File: src/rtl/mfbp_pkg.sv
// Shared types and constants of the MSB-first field bit packer.
// Depends on nothing; every other file of the block imports it.
package mfbp_pkg;

   localparam int VALUE_W = 64;   // width of a field value
   localparam int WIDTH_W = 7;    // width of the field width code
   localparam int BYTE_W  = 8;
   localparam int CNT_W   = 3;    // pending bit count, 0..7
   localparam int PEND_W  = 7;    // pending bits, right aligned
   localparam int NEED_W  = 4;    // bits needed to finish a byte, 1..8

   localparam int MAX_FIELD_BITS_DEF = 64;

   // Request codes.
   localparam logic REQ_APPEND = 1'b0;
   localparam logic REQ_ALIGN  = 1'b1;

   typedef struct packed {
      logic                 req_type;
      logic [VALUE_W-1:0]   field_value;
      logic [WIDTH_W-1:0]   field_width;
   } req_payload_type;

   typedef struct packed {
      logic [BYTE_W-1:0] out_byte;
      logic              last_of_run;
   } rsp_payload_type;

   typedef enum logic {
      ST_IDLE,
      ST_RUN
   } state_type;

   // Operands of one step of the byte unit.
   typedef struct packed {
      logic              flush;
      logic [CNT_W-1:0]  cnt;
      logic [PEND_W-1:0] pend;
      logic [BYTE_W-1:0] win;    // next eight field bits, oldest in bit 7
   } step_cmd_type;

   // Outcome of one step of the byte unit.
   typedef struct packed {
      logic              emit;
      logic              last;
      logic              done;
      logic [BYTE_W-1:0] byte_out;
      logic [PEND_W-1:0] pend;
      logic [CNT_W-1:0]  cnt;
      logic [NEED_W-1:0] need;
   } step_res_type;

endpackage

File: src/rtl/mfbp_step_unit.sv
// Byte unit of the MSB-first field bit packer: one step completes at most one byte.
// Depends on mfbp_pkg.
module mfbp_step_unit #(
   parameter int REM_W = 7
) (
   input  mfbp_pkg::step_cmd_type cmd,
   input  logic [REM_W-1:0]       rem,
   output mfbp_pkg::step_res_type res,
   output logic [REM_W-1:0]       rem_next
);
   import mfbp_pkg::*;

   logic [NEED_W-1:0] need;
   logic [REM_W-1:0]  need_ext;
   logic [REM_W-1:0]  rem_left;
   logic [BYTE_W-1:0] pend_ext;
   logic [BYTE_W-1:0] merged;
   logic [BYTE_W-1:0] absorbed;
   logic [NEED_W-1:0] rem_small;

   always_comb begin
      need      = NEED_W'(BYTE_W) - {1'b0, cmd.cnt};
      need_ext  = REM_W'(need);
      rem_left  = rem - need_ext;
      pend_ext  = {1'b0, cmd.pend};
      merged    = (pend_ext << need) | (cmd.win >> cmd.cnt);
      rem_small = rem[NEED_W-1:0];
      absorbed  = (pend_ext << rem_small) | (cmd.win >> (NEED_W'(BYTE_W) - rem_small));

      res          = '0;
      res.need     = need;
      rem_next     = '0;
      if (cmd.flush) begin
         // Partial byte goes out with its unfilled low bits at zero.
         res.emit     = 1'b1;
         res.last     = 1'b1;
         res.done     = 1'b1;
         res.byte_out = pend_ext << need;
      end else if (rem >= need_ext) begin
         res.emit     = 1'b1;
         res.byte_out = merged;
         res.last     = (rem_left < REM_W'(BYTE_W));
         res.done     = (rem_left == '0);
         rem_next     = rem_left;
      end else begin
         // Fewer bits left than a byte needs: they become pending bits.
         res.done = 1'b1;
         res.pend = absorbed[PEND_W-1:0];
         res.cnt  = cmd.cnt + rem[CNT_W-1:0];
      end
   end

endmodule

File: src/rtl/msb_first_field_bit_packer_core.sv
// Top level of the MSB-first field bit packer: handshakes, sequencer and state.
// Depends on mfbp_pkg and mfbp_step_unit.
//
//   Channel   Direction  Handshake            Payload
//   req_      in         req_valid/req_stall  req_payload_type (type, value, width)
//   rsp_      out        rsp_valid/rsp_stall  rsp_payload_type (byte, last of run)
//
// An append of w bits onto c pending bits is accepted and then takes
// ceil((c + w)/8) steps of the shared byte unit.
// An align takes one step when a partial byte is pending and none otherwise.
// Every step waits for the output register to be free, so a stalled result
// channel holds the sequencer where it is.
// Reset is synchronous and clears the pending bits, the sequencer and the output valid.
module msb_first_field_bit_packer_core #(
   parameter int MAX_FIELD_BITS = mfbp_pkg::MAX_FIELD_BITS_DEF
) (
   input  logic                      clock,
   input  logic                      reset,
   input  logic                      req_valid,
   output logic                      req_stall,
   input  mfbp_pkg::req_payload_type req_payload,
   output logic                      rsp_valid,
   input  logic                      rsp_stall,
   output mfbp_pkg::rsp_payload_type rsp_payload
);
   import mfbp_pkg::*;

   // Remaining field bits fit in a counter sized for the largest field.
   localparam int REM_W = $clog2(MAX_FIELD_BITS + 1);
   localparam logic [WIDTH_W-1:0] MAX_W   = WIDTH_W'(MAX_FIELD_BITS);
   localparam logic [WIDTH_W-1:0] VALUE_WC = WIDTH_W'(VALUE_W);

   state_type state_ff, state_in;

   logic [PEND_W-1:0]  pend_ff, pend_in;
   logic [CNT_W-1:0]   cnt_ff, cnt_in;
   logic [VALUE_W-1:0] val_ff, val_in;
   logic [REM_W-1:0]   rem_ff, rem_in;
   logic               flush_ff, flush_in;

   logic               rsp_valid_ff, rsp_valid_in;
   rsp_payload_type    rsp_data_ff, rsp_data_in;

   logic               req_take;
   logic               out_free;
   logic               step_go;
   logic [WIDTH_W-1:0] width_sat;
   logic               start_append;
   logic               start_flush;

   step_cmd_type       cmd;
   step_res_type       res;
   logic [REM_W-1:0]   rem_next;

   // A transaction is taken only while the sequencer is idle.
   assign req_take = req_valid && !req_stall;

   // The output register may be loaded when empty or when its byte leaves now.
   assign out_free = !rsp_valid_ff || !rsp_stall;
   assign step_go  = (state_ff == ST_RUN) && out_free;

   // Widths beyond the configured maximum are clipped to it.
   assign width_sat = (req_payload.field_width > MAX_W) ? MAX_W : req_payload.field_width;

   assign start_append = req_take && (req_payload.req_type == REQ_APPEND) && (width_sat != '0);
   assign start_flush  = req_take && (req_payload.req_type == REQ_ALIGN) && (cnt_ff != '0);

   // The shared unit sees the oldest unconsumed field bits at the top of val_ff.
   assign cmd.flush = flush_ff;
   assign cmd.cnt   = cnt_ff;
   assign cmd.pend  = pend_ff;
   assign cmd.win   = flush_ff ? '0 : val_ff[VALUE_W-1 -: BYTE_W];

   mfbp_step_unit #(
      .REM_W(REM_W)
   ) u_step (
      .cmd      (cmd),
      .rem      (rem_ff),
      .res      (res),
      .rem_next (rem_next)
   );

   // Next state of the sequencer.
   always_comb begin
      state_in = state_ff;
      case (state_ff)
         ST_IDLE: begin
            if (start_append || start_flush) begin
               state_in = ST_RUN;
            end
         end
         ST_RUN: begin
            if (step_go && res.done) begin
               state_in = ST_IDLE;
            end
         end
         default: state_in = ST_IDLE;
      endcase
   end

   // Sequencer outputs.
   always_comb begin
      case (state_ff)
         ST_IDLE: req_stall = 1'b0;
         ST_RUN:  req_stall = 1'b1;
         default: req_stall = 1'b1;
      endcase
   end

   // Datapath next values.
   always_comb begin
      pend_in      = pend_ff;
      cnt_in       = cnt_ff;
      val_in       = val_ff;
      rem_in       = rem_ff;
      flush_in     = flush_ff;
      rsp_data_in  = rsp_data_ff;
      rsp_valid_in = rsp_valid_ff && rsp_stall;

      if (start_append) begin
         // Left-align the field; bits above its width fall off the top.
         val_in   = req_payload.field_value << (VALUE_WC - width_sat);
         rem_in   = REM_W'(width_sat);
         flush_in = 1'b0;
      end else if (start_flush) begin
         flush_in = 1'b1;
         rem_in   = '0;
      end

      if (step_go) begin
         pend_in = res.pend;
         cnt_in  = res.cnt;
         rem_in  = rem_next;
         val_in  = val_ff << res.need;
         if (res.done) begin
            flush_in = 1'b0;
         end
         if (res.emit) begin
            rsp_valid_in         = 1'b1;
            rsp_data_in.out_byte    = res.byte_out;
            rsp_data_in.last_of_run = res.last;
         end
      end
   end

   always_ff @(posedge clock) begin
      if (reset) begin
         state_ff     <= ST_IDLE;
         pend_ff      <= '0;
         cnt_ff       <= '0;
         flush_ff     <= 1'b0;
         rsp_valid_ff <= 1'b0;
      end else begin
         state_ff     <= state_in;
         pend_ff      <= pend_in;
         cnt_ff       <= cnt_in;
         flush_ff     <= flush_in;
         rsp_valid_ff <= rsp_valid_in;
      end
   end

   always_ff @(posedge clock) begin
      val_ff      <= val_in;
      rem_ff      <= rem_in;
      rsp_data_ff <= rsp_data_in;
   end

   assign rsp_valid   = rsp_valid_ff;
   assign rsp_payload = rsp_data_ff;

endmodule

File: config.mk
export PLATFORM = sky130hd
export DESIGN_NAME = msb_first_field_bit_packer_core
export DESIGN_NICKNAME = d
export VERILOG_FILES = /design/src/rtl/mfbp_pkg.sv /design/src/rtl/mfbp_step_unit.sv /design/src/rtl/msb_first_field_bit_packer_core.sv
export SDC_FILE = /design/constraint.sdc
export NUM_CORES = 1
export LEC_CHECK = 0
export BUFFER_PORTS_ARGS = -buffer_cell sky130_fd_sc_hd__clkbuf_2
export CAP_MARGIN = 40
export CORE_MARGIN = 2
export CORE_UTILIZATION = 48
export CTS_CLUSTER_SIZE = 40
export DETAILED_ROUTE_END_ITERATION = 8
export PLACE_DENSITY = 0.66
export SYNTH_ARGS = -nofsm -noshare
export SYNTH_HDL_FRONTEND = slang
export SYNTH_HIERARCHICAL = 1
export SYNTH_SLANG_ARGS = --single-unit
File: constraint.sdc
create_clock -name clock -period 6.4 [get_ports clock]
set_clock_uncertainty 0.15 [all_clocks]
set_input_delay 1.6 -clock clock [delete_from_list [all_inputs] [get_ports clock]]
set_output_delay 1.6 -clock clock [all_outputs]
set_load 0.005 [all_outputs]
==> reports/results.md <==
Clock network
• **count of hold buffers inserted by post-cts repair** 0
• **CTS sink cnt** 93
• **cts bufs inserted** 9
• **H-tree Lvls** 3
• **deepest clock path buffer count** 2
• **clock latency at the later pin of the worst-skew pair** 0.36 ns
• **number of resized instances in the post-cts repair step** 0
• **root buf cell** clkbuf_16
• **clock tree from TritonCTS** done
• **Post CTS Setup Buffer Count** 0
• **clock transition at the registers of the reported paths** 0.07 ns

Cells and area
• **Post-layout nets** 1,593
• **Finished Layout Cells** 1,854
• **fin area** 13,960 um^2
• **number of inserted diodes** 0
• **layout cells sized above 1** 21.15%
• **leading cell type in the layout, fill and taps excluded** nand2_1
• **Final Core Density** 52.25%
• **area added between synthesis and finish** 7.670%
• **fill cell count** 2,570
• **most frequent cells in the layout** 184 x nand2_1, 153 x mux2i_1, 125 x nor2_1, 90 x a21oi_1, 86 x clkbuf_2

Floorplanning
• **DIE HEIGHT** 168.4 um
• **Initial Utilization** 48.53%
• **Die ar.** 28,350 um^2
• **width of the die** 168.4 um
• **number of top-level pins** 87
• **Core Area** 26,730 um^2
• **standard-cell row count** 60

Synth
• **Warnings, synthesis** 6
• **post-synth design cell area** 12,970 um^2
• **synth unique cells** 87
• **Net Count, Synth** 1,589
• **Synth Instances** 1,504
• **synthesized flop and latch total** 93
• **Post-synth EDFFs** 80
• **portion of the post-synthesis area used by sequential elements** 20.53%
• **fraction of synthesis flops using an asynchronous set or reset pin** 0%
• **Avg Cell Area, Syn** 8.623 um^2
• **predominant post-synthesis flop cell** edfxtp_1

Power
• **total power draw** 2.935 mW
• **switching power of the nets** 1.266 mW
• **Reg power frac** 29.6%
• **cell internal power dissipation** 1.668 mW
• **relative contribution of combinational cells to total power** 50.1%
• **leakage** 4.987 nW
• **Max IR drop VDD** 0.0001084 V
• **share of total power in the clock network** 20.2%
• **areal power density over the cells** 210.2 nW/um^2
• **Net Sw Frac** 43.15%

STA
• **Worst Max-Slew Pin Slew** 0.9723 ns
• **final-report hold violation count** 0
• **Worst Slack Setup Final** 1.278 ns
• **Final Cycle Share** 80.03%
• **number of slew-limit violations in the final report** 0
• **highest clock frequency the design can meet** 0.1952 GHz
• **Min Hold Slack** 0.3512 ns
• **min cycle time layout** 5.122 ns
• **Final Setup Violations** 0
• **total negative slack** 0 ns
• **unrepaired setup endpoints after global routing** false
• **Worst slew margin** 34.93%

Detailed routing
• **violation count after the first detailed-route iteration** 1,627
• **WL per Instance** 27.26 um
• **DRC errors left** 0
• **number of search-and-repair iterations in the first detailed-routing pass** 6
• **via/cell ratio** 7.332
• **post-route ant nets** 0
• **drt total wl** 50.55 mm
• **number of vias after detailed routing** 13,593

Critical path
• **category of the worst setup path capture point** flip-flop
• **Critical path buffers and inverters** 4
• **Critical Path Start Type** input port
• **crit-path max FO** 22
• **Max stage delay cell, worst path** a311oi_1
• **max incr delay on CP** 0.79 ns
• **Arr. time, crit path** 5.06 ns
• **Crit path top cell by count** buf_4
• **Crit path max-delay family** compound AO/OA/AOI/OAI gates
• **startpoint-to-endpoint class of the critical path** in -> reg
• **cells along the critical path** clkbuf_2, inv_1, buf_4, nand2_1, ha_2, buf_4, mux2i_1, o22ai_1, a311oi_1, mux2_2, o21ai_0, a221oi_1, o211ai_1
• **data required time of the critical path** 6.34 ns

Placed design
• **number of buffer cells added on primary ports** 86
• **placed instance count** 1,838
• **Detail Placement HPWL** 38.28 mm
• **Placer Congestion** 1.025
• **Worst Setup Slack post-DPL** 1.067 ns
• **placed standard-cell area** 13,640 um^2

GRT
• **met2 Use GR** 52.42%
• **GR Overflow Total** 0
• **Total Routing Usage GR** 34.92%
• **pin count of the biggest net entering global routing** 69
• **grt peak-use layer** met2
• **GR Layer Usage met1** 47.87%
• **global-route wire length before repair** 76.39 mm
• **number of global-route vias before repair** 12,521
• **met3 usage** 6.276%
• **antenna violations before repair** 0

Status
• **status** finished clean

Hold path
• **hold crit path type** reg -> reg

Flow run
• **maxcap violations** 0

-- state kept, by name (all words and copies together), names as in the netlist --
register	flops
cnt_ff	3
flush_ff	1
pend_ff	7
rem_ff	7
rsp_payload	9
rsp_valid	1
state_ff	1
val_ff	64
-- cells by family after synthesis --
logic type / count (synthesis) / synth area share (%)
DFF: 93 / 20.53
xor gates and xnor gates: 13 / 0.9359
adders and majority gates: 9 / 0.9841
and+or+nand+nor: 477 / 17.12
buffers and inverters: 165 / 5.779
AOI/OAI and AO/OA: 456 / 24.55
muxes: 291 / 30.10
-- cell type report --
cell class	instances	area, um^2	area share, %
Multi-Input combinational cell	1246	9617	68.87
Sequential cell	93	2666	19.09
Timing Repair Buffer	134	835.8	5.986
Tap cell	341	426.7	3.056
Clock buffer	13	304.0	2.177
Inverter	24	92.59	0.6631
Clock inverter	3	21.27	0.1523
-- worst min-delay path: stages, from the launching register on --
cell and delay [ns]:
dfxtp_1 0.34, nand2_1 0.06, a21oi_1 0.06
-- power groups by stage --
stage / clock network (mW) / logic [mW] / registers, mW
after floorplan: 0 / 0.984 / 0.819
after global placement: 0 / 1.40 / 0.874
after detailed placement: 0 / 1.40 / 0.876
after CTS: 0.592 / 1.41 / 0.862
after global routing: 0.616 / 1.54 / 0.873
final: 0.594 / 1.47 / 0.869
-- path summary, 6_finish.rpt --
kind,from,to,slack (ns),depth (start not counted)
min,pend_ff[6],pend_ff[6],0.35,2
max,req_payload[6],val_ff[61],1.28,13
min reg2reg,pend_ff[6],pend_ff[6],0.35,2
max reg2reg,cnt_ff[1],rsp_payload[2],1.73,12
-- routing by layer --
layer  vias to the layer above  share of wire, %
met5                         -                 0
met4                         0               6.3
met3                       212                11
met2                       973                43
met1                      6525                40
li1                       5883                 -
-- Yosys cell counts (19+ instances only) --
| library cell | instances | area, um^2 |
|---|---|---|
| a211oi_1 | 32 | 240.2 |
| nor2b_1 | 25 | 156.4 |
| nand2_1 | 184 | 690.7 |
| mux4_2 | 72 | 1622 |
| buf_2 | 51 | 255.2 |
| o211ai_1 | 33 | 247.7 |
| nand3_1 | 36 | 180.2 |
| o21ai_0 | 60 | 300.3 |
| a221oi_1 | 23 | 201.4 |
| inv_1 | 21 | 78.83 |
| clkbuf_1 | 59 | 221.5 |
| buf_1 | 19 | 71.32 |
| edfxtp_1 | 80 | 2402 |
| nor2_1 | 126 | 473.0 |
| a22oi_1 | 24 | 180.2 |
| mux2i_1 | 153 | 1531 |
| o22ai_1 | 46 | 287.8 |
| mux2_2 | 64 | 720.7 |
| a21oi_1 | 90 | 450.4 |
| nor3_1 | 20 | 100.1 |
(Power assumes the default switching activity.)
